### src/rtl/csf_pkg.sv
`timescale 1ns / 1ps
// ----------------------------------------------------------------------------
// csf_pkg: shared types and constants for the column scaling block
// Widths, the column count and the column record passed to the back end.
// ----------------------------------------------------------------------------
package csf_pkg;
	localparam int MaxCols = 4096;
	localparam int ColW = 12;
	localparam logic [63:0] TolReset = 64'd1;

	typedef struct packed {
		logic [ColW-1:0] col;
		logic [63:0]     sum;
		logic            sat;
		logic [63:0]     tol;
	} col_rec_t;
endpackage

### src/rtl/csf_fifo.sv
`timescale 1ns / 1ps
// ----------------------------------------------------------------------------
// csf_fifo: four-entry record queue
// Decouples the accumulator from the reciprocal square root unit.
// ----------------------------------------------------------------------------
module csf_fifo (
	input  logic              clk,
	input  logic              arst_n,
	input  logic              wr_valid,
	input  csf_pkg::col_rec_t wr_data,
	output logic              wr_stall,
	output logic              rd_valid,
	output csf_pkg::col_rec_t rd_data,
	input  logic              rd_take
);
	csf_pkg::col_rec_t mem [4];
	logic [1:0] wp_q, rp_q;
	logic [2:0] cnt_q;
	logic wr, rd;

	assign wr_stall = (cnt_q == 3'd4);
	assign rd_valid = (cnt_q != 3'd0);
	assign rd_data = mem[rp_q];
	assign wr = wr_valid && !wr_stall;
	assign rd = rd_take && rd_valid;

	always_ff @(posedge clk) begin
		if (wr) mem[wp_q] <= wr_data;
	end

	always_ff @(posedge clk or negedge arst_n) begin
		if (!arst_n) begin
			wp_q <= '0;
			rp_q <= '0;
			cnt_q <= '0;
		end else begin
			if (wr) wp_q <= wp_q + 2'd1;
			if (rd) rp_q <= rp_q + 2'd1;
			cnt_q <= cnt_q + 3'(wr) - 3'(rd);
		end
	end
endmodule

### config.mk
export PLATFORM = sky130hd
export DESIGN_NAME = csf_fifo
export DESIGN_NICKNAME = d
export VERILOG_FILES = /design/src/rtl/csf_pkg.sv /design/src/rtl/csf_fifo.sv
export SDC_FILE = /design/constraint.sdc
export NUM_CORES = 1
export LEC_CHECK = 0
export BUFFER_PORTS_ARGS = -buffer_cell sky130_fd_sc_hd__buf_4
export CORE_UTILIZATION = 30
export CTS_BUF_LIST = sky130_fd_sc_hd__clkbuf_16
export CTS_CLUSTER_SIZE = 10
export DETAILED_ROUTE_END_ITERATION = 6
export HOLD_SLACK_MARGIN = 0.06
export PLACE_DENSITY_LB_ADDON = 0.3
export REMOVE_ABC_BUFFERS = 1
export SETUP_SLACK_MARGIN = 0.2
export SYNTH_ARGS = -nofsm -noshare
export SYNTH_HDL_FRONTEND = slang
export SYNTH_SLANG_ARGS = --single-unit
### constraint.sdc
create_clock -name clk -period 5.11 [get_ports clk]
set_input_delay 1.022 -clock clk [delete_from_list [all_inputs] [get_ports clk]]
set_output_delay 1.022 -clock clk [all_outputs]
set_load 0.05 [all_outputs]
==> run metrics <==
status=finished, final reports clean; Hold Fails Final Rpt=0; r2r setup slk=2.50 ns; leading area contributor after synthesis=edfxtp_1; setup TNS=0 ns; number of buffers and inverters on the critical path=2; clk sinks=571; filler cell count=6,194; placed cell areas=0.0241 mm^2; crit start category=flop; die width=265 um; setup bufs post-CTS=0; top routing layer used=met5; Slowest-stage cell, CP=buf_4; Crit Path Category=reg -> out; clk_lat worst skew=0.59 ns; synth cell count leaders=564 x edfxtp_1, 141 x mux4_2, 17 x buf_2; num rows=96; Seq cells post-synth=571; sw power=6710 uW; Synth top area share=81.5%; dpl hpwl=25,100 um; leakage=0.00877 uW; switching share of power=37.5%; hold_buf cts=0; Layout Nets=1,269; wl on met1=17,800 um; leading cell type by number of instances after synthesis=edfxtp_1; synth warn=0; synth top area cells=edfxtp_1 81%, mux4_2 15%, dfrtp_1 0.84%, buf_6 0.49%, buf_2 0.41%; met2 wire len=21,600 um; critical path fanouts, max=43; Synth Area per Inst=26.8 um^2; Cell variety after synth=21; Overflow after GRT=0; vias after detailed routing=9,341; Clock transition at path regs=0.06 ns; met3 wire len=3530 um; GPL Wtd Cong=0.688; mean routed wirelength per cell=21.2 um; initial antenna violation count=5; Post-route DRC=0; internal power=11,200 uW; max-cap violations=0; share of power burned in registers=36.3%; largest net degree at the start of global routing=72; antenna-violating nets left=0; die area=0.0703 mm^2; Power Density=684 mW/mm^2; worst path required time=4.09 ns; cts bufs inserted=70; core footprint=0.0686 mm^2; Post-Layout Cell Count=2,071; Comb pwr share=39.0%; clock network fraction of total power=24.7%; final hold slack=0.241 ns; first-pass GRT wire length=65,500 um; max-slew headroom at the worst pin=37.8%; fmax=269 MHz; RSZ-0062 raised after global routing=false; Crit path top cell by count=buf_4; post-CTS resize count=0; clk buf depth=3; gr usage total=12.7%; Critical Path AT=2.69 ns; post-layout instance area=0.0261 mm^2; CP top delay family=buffers and inverters; Starting Density=30.3%; Slew Viols, Final=0; layout cells sized above 1=46.5%; mapped cell area=0.0208 mm^2; synthesized netlist cell count=777; vias per cell=4.51; # port buffers=287; crit path time final=3.71 ns; Critical Path Max Stage Delay=0.73 ns; commonest register cell after synthesis=edfxtp_1; Post-Route Utilization=38.1%; Initial DRC Count=535; Worst Hold Class=in -> async; clock skew=0.0203 ns; final setup fails=0; endpoint type of the worst setup path=output port; Async SR Flop Fraction=1.23%; worst vdd ir=0.000327 V; Final Cycle Share=72.6%; Post-Route WL=44,000 um; Seq/Total Area, Yosys=82.3%; vias in the first global route=10,406; EDFF count, synth=564; die height=265 um; Clock Root Buffer=clkbuf_16; CTS H-tree lvls=3; Tightest Pin Transition=0.934 ns; synthesis-to-finish area growth=25.8%; number of diodes=0; placed insts=1,976; TritonCTS clock tree=yes; I/O Pins=288; Pre-antenna DRT Iters=4; CP cell instances=buf_4 > mux4_2 > buf_4
==> cells in the final DEF, fill, tap and decap left out, drive strengths merged <==
| master | Yosys | final |
|---|---|---|
| xnor2 | 3 | 3 |
| xor2 | 1 | 1 |
| nand2b | 4 | 4 |
| mux4 | 141 | 141 |
| fa | 1 | 1 |
| nand4bb | 2 | 2 |
| o31a | 1 | 1 |
| or3 | 1 | 1 |
| nor3b | 1 | 1 |
| o211ai | 2 | 2 |
| nand2 | 1 | 1 |
| clkbuf | 5 | 73 |
| clkinv | 0 | 10 |
| ha | 6 | 6 |
| dfrtp | 7 | 7 |
| o311ai | 1 | 1 |
| and3b | 4 | 4 |
| buf | 27 | 300 |
| edfxtp | 564 | 564 |
| bufinv | 0 | 2 |
| inv | 5 | 15 |
==> layout make-up <==
cell class                 count  area (um^2)  share of cell area [%]
clock inverter                22          178                   0.680
tap                          931         1160                    4.46
sequential                   571        17100                    65.5
inverter                       5         18.8                  0.0718
clock buffer                  73         1830                    6.99
multi-input combinational    169         3460                    13.2
timing repair buffer         300         2380                    9.09
==> metrics by stage <==
step | total power, uW | worst slack (ns)
final | 17900 | 1.40
after global routing | 18700 | 1.18
after CTS | 18300 | 1.23
after detailed placement | 13700 | 1.90
after global placement | 13700 | 1.92
after floorplan | 11700 | -2.27
==> flip-flops by register name (all words and copies together) (netlist names) <==
| name | flops |
|---|---|
| mem | 564 |
| cnt_q | 3 |
| rp_q | 2 |
| wp_q | 2 |
==> worst paths after layout <==
| kind | startpoint | endpoint | cells past startpoint |
|---|---|---|---|
| worst min register to register | wp_q[1] | wp_q[1] | 2 |
| min in group clk | wp_q[1] | wp_q[1] | 2 |
| worst max register to register | cnt_q[2] | mem[0][47] | 3 |
| worst max-delay path | rp_q[0] | rd_data[20] | 3 |
| max in group asynchronous | arst_n | rp_q[0] | 1 |
| worst min-delay path | arst_n | cnt_q[0] | 1 |
==> power groups by stage <==
stage          registers, uW  logic [uW]  clock network [uW]
2_1_floorplan           6920        4800                   0
3_3_place_gp            6540        7140                   0
3_5_place_dp            6590        7140                   0
4_1_cts                 6500        7160                4590
5_1_grt                 6570        7340                4750
6_report                6480        6980                4420
==> metal layers <==
layer | vias up | GRT usage, %
met5 | - | 0
met4 | 10 | 4.67
met3 | 79 | 4.75
met2 | 239 | 20.5
met1 | 4973 | 15.5
li1 | 4040 | -
==> cells by family (layout without fill, tap and decap cells) <==
group	count (synthesis)	count (layout)	share of synthesized area, %
buffers and inverters	37	400	1.11
xor gates and xnor gates	4	4	0.169
muxes	141	141	15.3
DFF	571	571	82.3
adders and majority gates	7	7	0.457
AOI/OAI and AO/OA	4	4	0.156
and+or+nand+nor	13	13	0.506
Note: power is estimated with default switching activity, not from simulation.
