### src/rtl/csf_pkg.sv
`timescale 1ns / 1ps
// ----------------------------------------------------------------------------
// csf_pkg: shared types and constants for the column scaling block
// Widths, the column count and the column record passed to the back end.
// ----------------------------------------------------------------------------
package csf_pkg;
	localparam int MaxCols = 4096;
	localparam int ColW = 12;
	localparam logic [63:0] TolReset = 64'd1;

	typedef struct packed {
		logic [ColW-1:0] col;
		logic [63:0]     sum;
		logic            sat;
		logic [63:0]     tol;
	} col_rec_t;
endpackage

### src/rtl/csf_front.sv
`timescale 1ns / 1ps
// ----------------------------------------------------------------------------
// csf_front: sum-of-squares accumulator
// Squares each value, adds with saturation, emits a column record at column end.
// Two stages: square, then accumulate.
// ----------------------------------------------------------------------------
module csf_front (
	input  logic                  clk,
	input  logic                  arst_n,
	input  logic                  in_valid,
	input  logic signed [31:0]    value,
	input  logic                  has_value,
	input  logic                  last_in_column,
	input  logic [63:0]           tol,
	output logic                  in_stall,
	output logic                  rec_valid,
	output csf_pkg::col_rec_t     rec,
	input  logic                  rec_stall
);
	logic        v_s1, has_s1, last_s1;
	logic [63:0] sq_s1;
	logic [63:0] sum_q;
	logic        sat_q;
	logic [csf_pkg::ColW-1:0] col_q;
	logic [31:0] mag;
	logic [64:0] ns;
	logic        adv;

	// both stages block only when a record waits downstream
	assign adv = !(rec_valid && rec_stall);
	assign in_stall = !adv;
	assign mag = value[31] ? (~value + 32'd1) : value;
	assign ns = {1'b0, sum_q} + {1'b0, (has_s1 ? sq_s1 : 64'd0)};

	always_ff @(posedge clk or negedge arst_n) begin
		if (!arst_n) begin
			v_s1 <= 1'b0;
			sum_q <= '0;
			sat_q <= 1'b0;
			col_q <= '0;
			rec_valid <= 1'b0;
			rec <= '0;
		end else if (adv) begin
			v_s1 <= in_valid;
			rec_valid <= v_s1 && last_s1;
			if (v_s1) begin
				if (last_s1) begin
					rec.col <= col_q;
					rec.sum <= ns[64] ? '1 : ns[63:0];
					rec.sat <= sat_q | ns[64];
					rec.tol <= tol;
					sum_q <= '0;
					sat_q <= 1'b0;
					col_q <= (32'(col_q) + 32'd1 >= csf_pkg::MaxCols) ? '0 : col_q + 1'b1;
				end else begin
					sum_q <= ns[64] ? '1 : ns[63:0];
					sat_q <= sat_q | ns[64];
				end
			end
		end
	end

	always_ff @(posedge clk) begin
		if (adv) begin
			sq_s1 <= 64'(mag) * 64'(mag);
			has_s1 <= has_value;
			last_s1 <= last_in_column;
		end
	end
endmodule

### config.mk
export PLATFORM = sky130hd
export DESIGN_NAME = csf_front
export DESIGN_NICKNAME = d
export VERILOG_FILES = /design/src/rtl/csf_pkg.sv /design/src/rtl/csf_front.sv
export SDC_FILE = /design/constraint.sdc
export NUM_CORES = 2
export LEC_CHECK = 0
export ABC_AREA = 1
export ABC_CLOCK_PERIOD_IN_PS = 6000
export BUFFER_PORTS_ARGS = -buffer_cell sky130_fd_sc_hd__buf_2
export CORE_MARGIN = 2
export CORE_UTILIZATION = 55
export DETAILED_ROUTE_END_ITERATION = 10
export PLACE_DENSITY = 0.73
export SYNTH_ARGS = -nofsm -noshare
export SYNTH_HDL_FRONTEND = slang
export SYNTH_SLANG_ARGS = --single-unit
### constraint.sdc
create_clock -name clk -period 6 [get_ports clk]
set_input_delay 0.3 -clock clk [delete_from_list [all_inputs] [get_ports clk]]
set_output_delay 0.3 -clock clk [all_outputs]
set_load 0.1 [all_outputs]
==> run summary <==
* **effective utilization at floorplan** 0.555
* **clock slew at the register clock pins of the worst setup and hold paths** 0.07 ns
* **antenna violations before repair** 0
* **Mapped Avg Cell Area** 7.63 um2
* **Die X-Extent** 300 um
* **Slew Limit Headroom** 0.316
* **weighted congestion reported at the end of routability-driven placement** 1.02
* **Setup violations, final** 54
* **highest net fanout along the worst path** 7
* **DRC violation count after routing** 0
* **top flip-flop cell by instance count after synthesis** sky130_fd_sc_hd__dfrtp_1
* **slew at the pin with the worst max-slew slack** 1.03 ns
* **sum of negative setup slack** -58.61 ns
* **detailed placer's ending HPWL** 127000 um
* **multi-input logic area** 0.0368 mm2
* **maximum single-stage delay on the critical path** 0.55 ns
* **vias per inst** 5.10
* **top cells by instance count after synthesis** sky130_fd_sc_hd__nand2_1, sky130_fd_sc_hd__inv_1, sky130_fd_sc_hd__fa_1, sky130_fd_sc_hd__nor2_1, sky130_fd_sc_hd__ha_1
* **routed vias** 43354
* **portion of the post-synthesis area used by sequential elements** 0.155
* **Die Outline Area** 0.0899 mm2
* **failing checks** negative setup slack
* **data required time at the worst endpoint** 6.33 ns
* **Num CTS Buffers** 28
* **number of enable flip-flop cells after synthesis** 65
* **total count of hold-check failures in the final report** 0
* **buffers from clock root to sink, at most** 3
* **most used standard cell by instance count after synthesis** sky130_fd_sc_hd__nand2_1
* **RSZ-0062 raised after global routing** true
* **fill cell instance count of the final layout** 6751
* **worst clock skew** 0.0234 ns
* **drt first-iter violations** 3325
* **Unique masters post-synth** 57
* **final slew viol count** 0
* **cell row count** 108
* **Worst-Skew Late Latency** 0.58 ns
* **routing usage on met3** 0.0379
* **dominant cell type by area after synthesis** sky130_fd_sc_hd__fa_1
* **htree depth** 1
* **highest-delay cell along the critical path** sky130_fd_sc_hd__fa_1
* **grt met2 use** 0.604
* **wire length of the first global-routing pass** 239000 um
* **Yosys reg bits** 285
* **run status** finished, violations left
* **class of the worst hold path** in2reg
* **via count of the first global-routing pass** 45397
* **placeable core area** 0.0868 mm2
* **CTS tree** built
* **number of input and output port buffers inserted** 244
* **Syn-to-layout area delta** 28.4%
* **Critical Path Sink Type** flip-flop
* **count of antenna diodes in the layout** 0
* **critical path type** in2reg
* **total track usage** 0.342
* **first-pass iteration count of the detailed router** 9
* **most used routing layer** met2
* **share of the clock period used by the worst path after layout** 1.23
* **share of the synthesized area in the top cell type** 0.331
* **number of cells produced by synthesis** 6302
* **Post-Route WL** 155000 um
* **largest cells by area after synthesis** sky130_fd_sc_hd__fa_1, sky130_fd_sc_hd__nand2_1, sky130_fd_sc_hd__inv_1, sky130_fd_sc_hd__dfrtp_1, sky130_fd_sc_hd__ha_1
* **global-route congestion overflow total** 0
* **post-layout net count** 8574
* **post-detailed-route wirelength per cell** 18.2 um
* **Global Route met1 Usage** 0.427
* **Routed Antenna Nets** 0
* **time the worst path needs with I/O delays and setup** 7.37 ns
* **pin count of the biggest net entering global routing** 104
* **Root Driver** sky130_fd_sc_hd__clkbuf_16
* **final setup slack of the worst path** -1.37 ns
* **max-cap viol count** 0
* **num ports** 245
* **highest clock frequency the design can meet** 0.136 GHz
* **data arrival at the endpoint of the critical path** 7.70 ns
* **post-synthesis instance area** 0.0481 mm2
* **CTS sink count** 285
* **Worst path most repeated cell** sky130_fd_sc_hd__fa_1
* **worst setup slack after placement** -2.18 ns
* **fraction of registers with async set/reset** 0.772
* **DIE HEIGHT** 300 um
* **fraction of final layout cells with drive strength greater than 1** 0.243
* **Register Area** 0.00746 mm2
* **total of warnings raised by yosys** 0
* **element type at the critical path start** input port
==> what timing repair did <==
action	in CTS	in global routing
gates resized for setup	318	423
endpoints found under the setup margin	54	55
gates cloned	1	3
hold endpoints to repair	127	0
pin swaps	96	148
hold buffers	68	0
buffers inserted	31	34
==> flip-flops by register name, summed over array words and instances (netlist names) <==
signal	cells
rec	141
sq_s1	63
col_q	12
has_s1	1
rec_valid	1
sat_q	1
v_s1	1
sum_q	64
last_s1	1
==> routing by layer <==
layer | share of wire | up-vias
met5 | 0 | -
met4 | 0.051 | 0
met3 | 0.066 | 427
met2 | 0.49 | 1612
met1 | 0.39 | 20988
li1 | - | 20327
==> area by class of cell <==
type / count / share of cell area
Clock buffer: 35 / 0.0131
Multi-Input combinational cell: 4230 / 0.596
Tap cell: 1155 / 0.0234
Timing Repair Buffer: 1116 / 0.141
Clock inverter: 16 / 0.00229
Inverter: 1668 / 0.103
Sequential cell: 285 / 0.121
==> path summary, 6_finish.rpt <==
check	to	startpoint	slack, ns	depth (start not counted)
worst max-delay path	sq_s1[52]$_DFFE_PN_	value[1]	-1.37	39
max in group asynchronous	rec[112]$_DFFE_PN0P_	arst_n	4.26	3
worst max register to register	sum_q[42]$_DFFE_PN0P_	has_s1$_DFFE_PN_	2.50	18
worst min register to register	col_q[10]$_DFFE_PN0P_	col_q[10]$_DFFE_PN0P_	0.47	1
worst min-delay path	rec_valid$_DFFE_PN0N_	rec_stall	0.10	3
min in group asynchronous	sum_q[37]$_DFFE_PN0P_	arst_n	0.31	2
==> metrics by stage <==
| stage | area [um2] | hold slack [ns] | instances | utilization |
|---|---|---|---|---|
| final | 61800 | 0.103 | 8505 | 0.712 |
| after global routing | 61800 | 0.104 | 8505 | 0.712 |
| after CTS | 59900 | 0.0895 | 8472 | 0.690 |
| after detailed placement | 56800 | 0.286 | 8322 | 0.655 |
| after global placement | 56800 | 0.287 | 8322 | 0.655 |
| after floorplan | 49000 | 0.00441 | 6326 | - |
==> worst max-delay path, delay by kind of cell <==
family,cells,cell delay (ns)
adders and majority gates,10,4.51
and+or+nand+nor,14,1.46
buffers and inverters,13,1.12
xor gates and xnor gates,1,0.18
AOI/OAI and AO/OA,1,0.09
==> placed cells by master (no fill, tap or decap), types with 42 or more instances in the layout <==
| cell | count |
|---|---|
| sky130_fd_sc_hd__buf_6 | 56 |
| sky130_fd_sc_hd__ha_1 | 295 |
| sky130_fd_sc_hd__edfxtp_1 | 65 |
| sky130_fd_sc_hd__o21ai_0 | 42 |
| sky130_fd_sc_hd__ha_4 | 53 |
| sky130_fd_sc_hd__buf_2 | 241 |
| sky130_fd_sc_hd__inv_2 | 81 |
| sky130_fd_sc_hd__a21oi_1 | 80 |
| sky130_fd_sc_hd__xor2_1 | 53 |
| sky130_fd_sc_hd__fa_1 | 756 |
| sky130_fd_sc_hd__dfrtp_1 | 220 |
| sky130_fd_sc_hd__nor2_4 | 86 |
| sky130_fd_sc_hd__nand3_1 | 145 |
| sky130_fd_sc_hd__inv_1 | 1560 |
| sky130_fd_sc_hd__nor2_2 | 108 |
| sky130_fd_sc_hd__buf_4 | 703 |
| sky130_fd_sc_hd__nand2_2 | 85 |
| sky130_fd_sc_hd__dlygate4sd3_1 | 68 |
| sky130_fd_sc_hd__nor2_1 | 345 |
| sky130_fd_sc_hd__nand2_1 | 1724 |
==> cell families after synthesis <==
kind of cell,count (synthesis),share of synthesized area
muxes,1,0.000208
AOI/OAI and AO/OA,284,0.0332
buffers and inverters,1812,0.146
and+or+nand+nor,2666,0.224
other,2,0.000156
DFF,285,0.155
adders and majority gates,1143,0.421
xor gates and xnor gates,109,0.0207
Power is left out: the tool's default activity adds up to more than one toggle a clock period on the data nets, which glitch-free logic cannot reach.
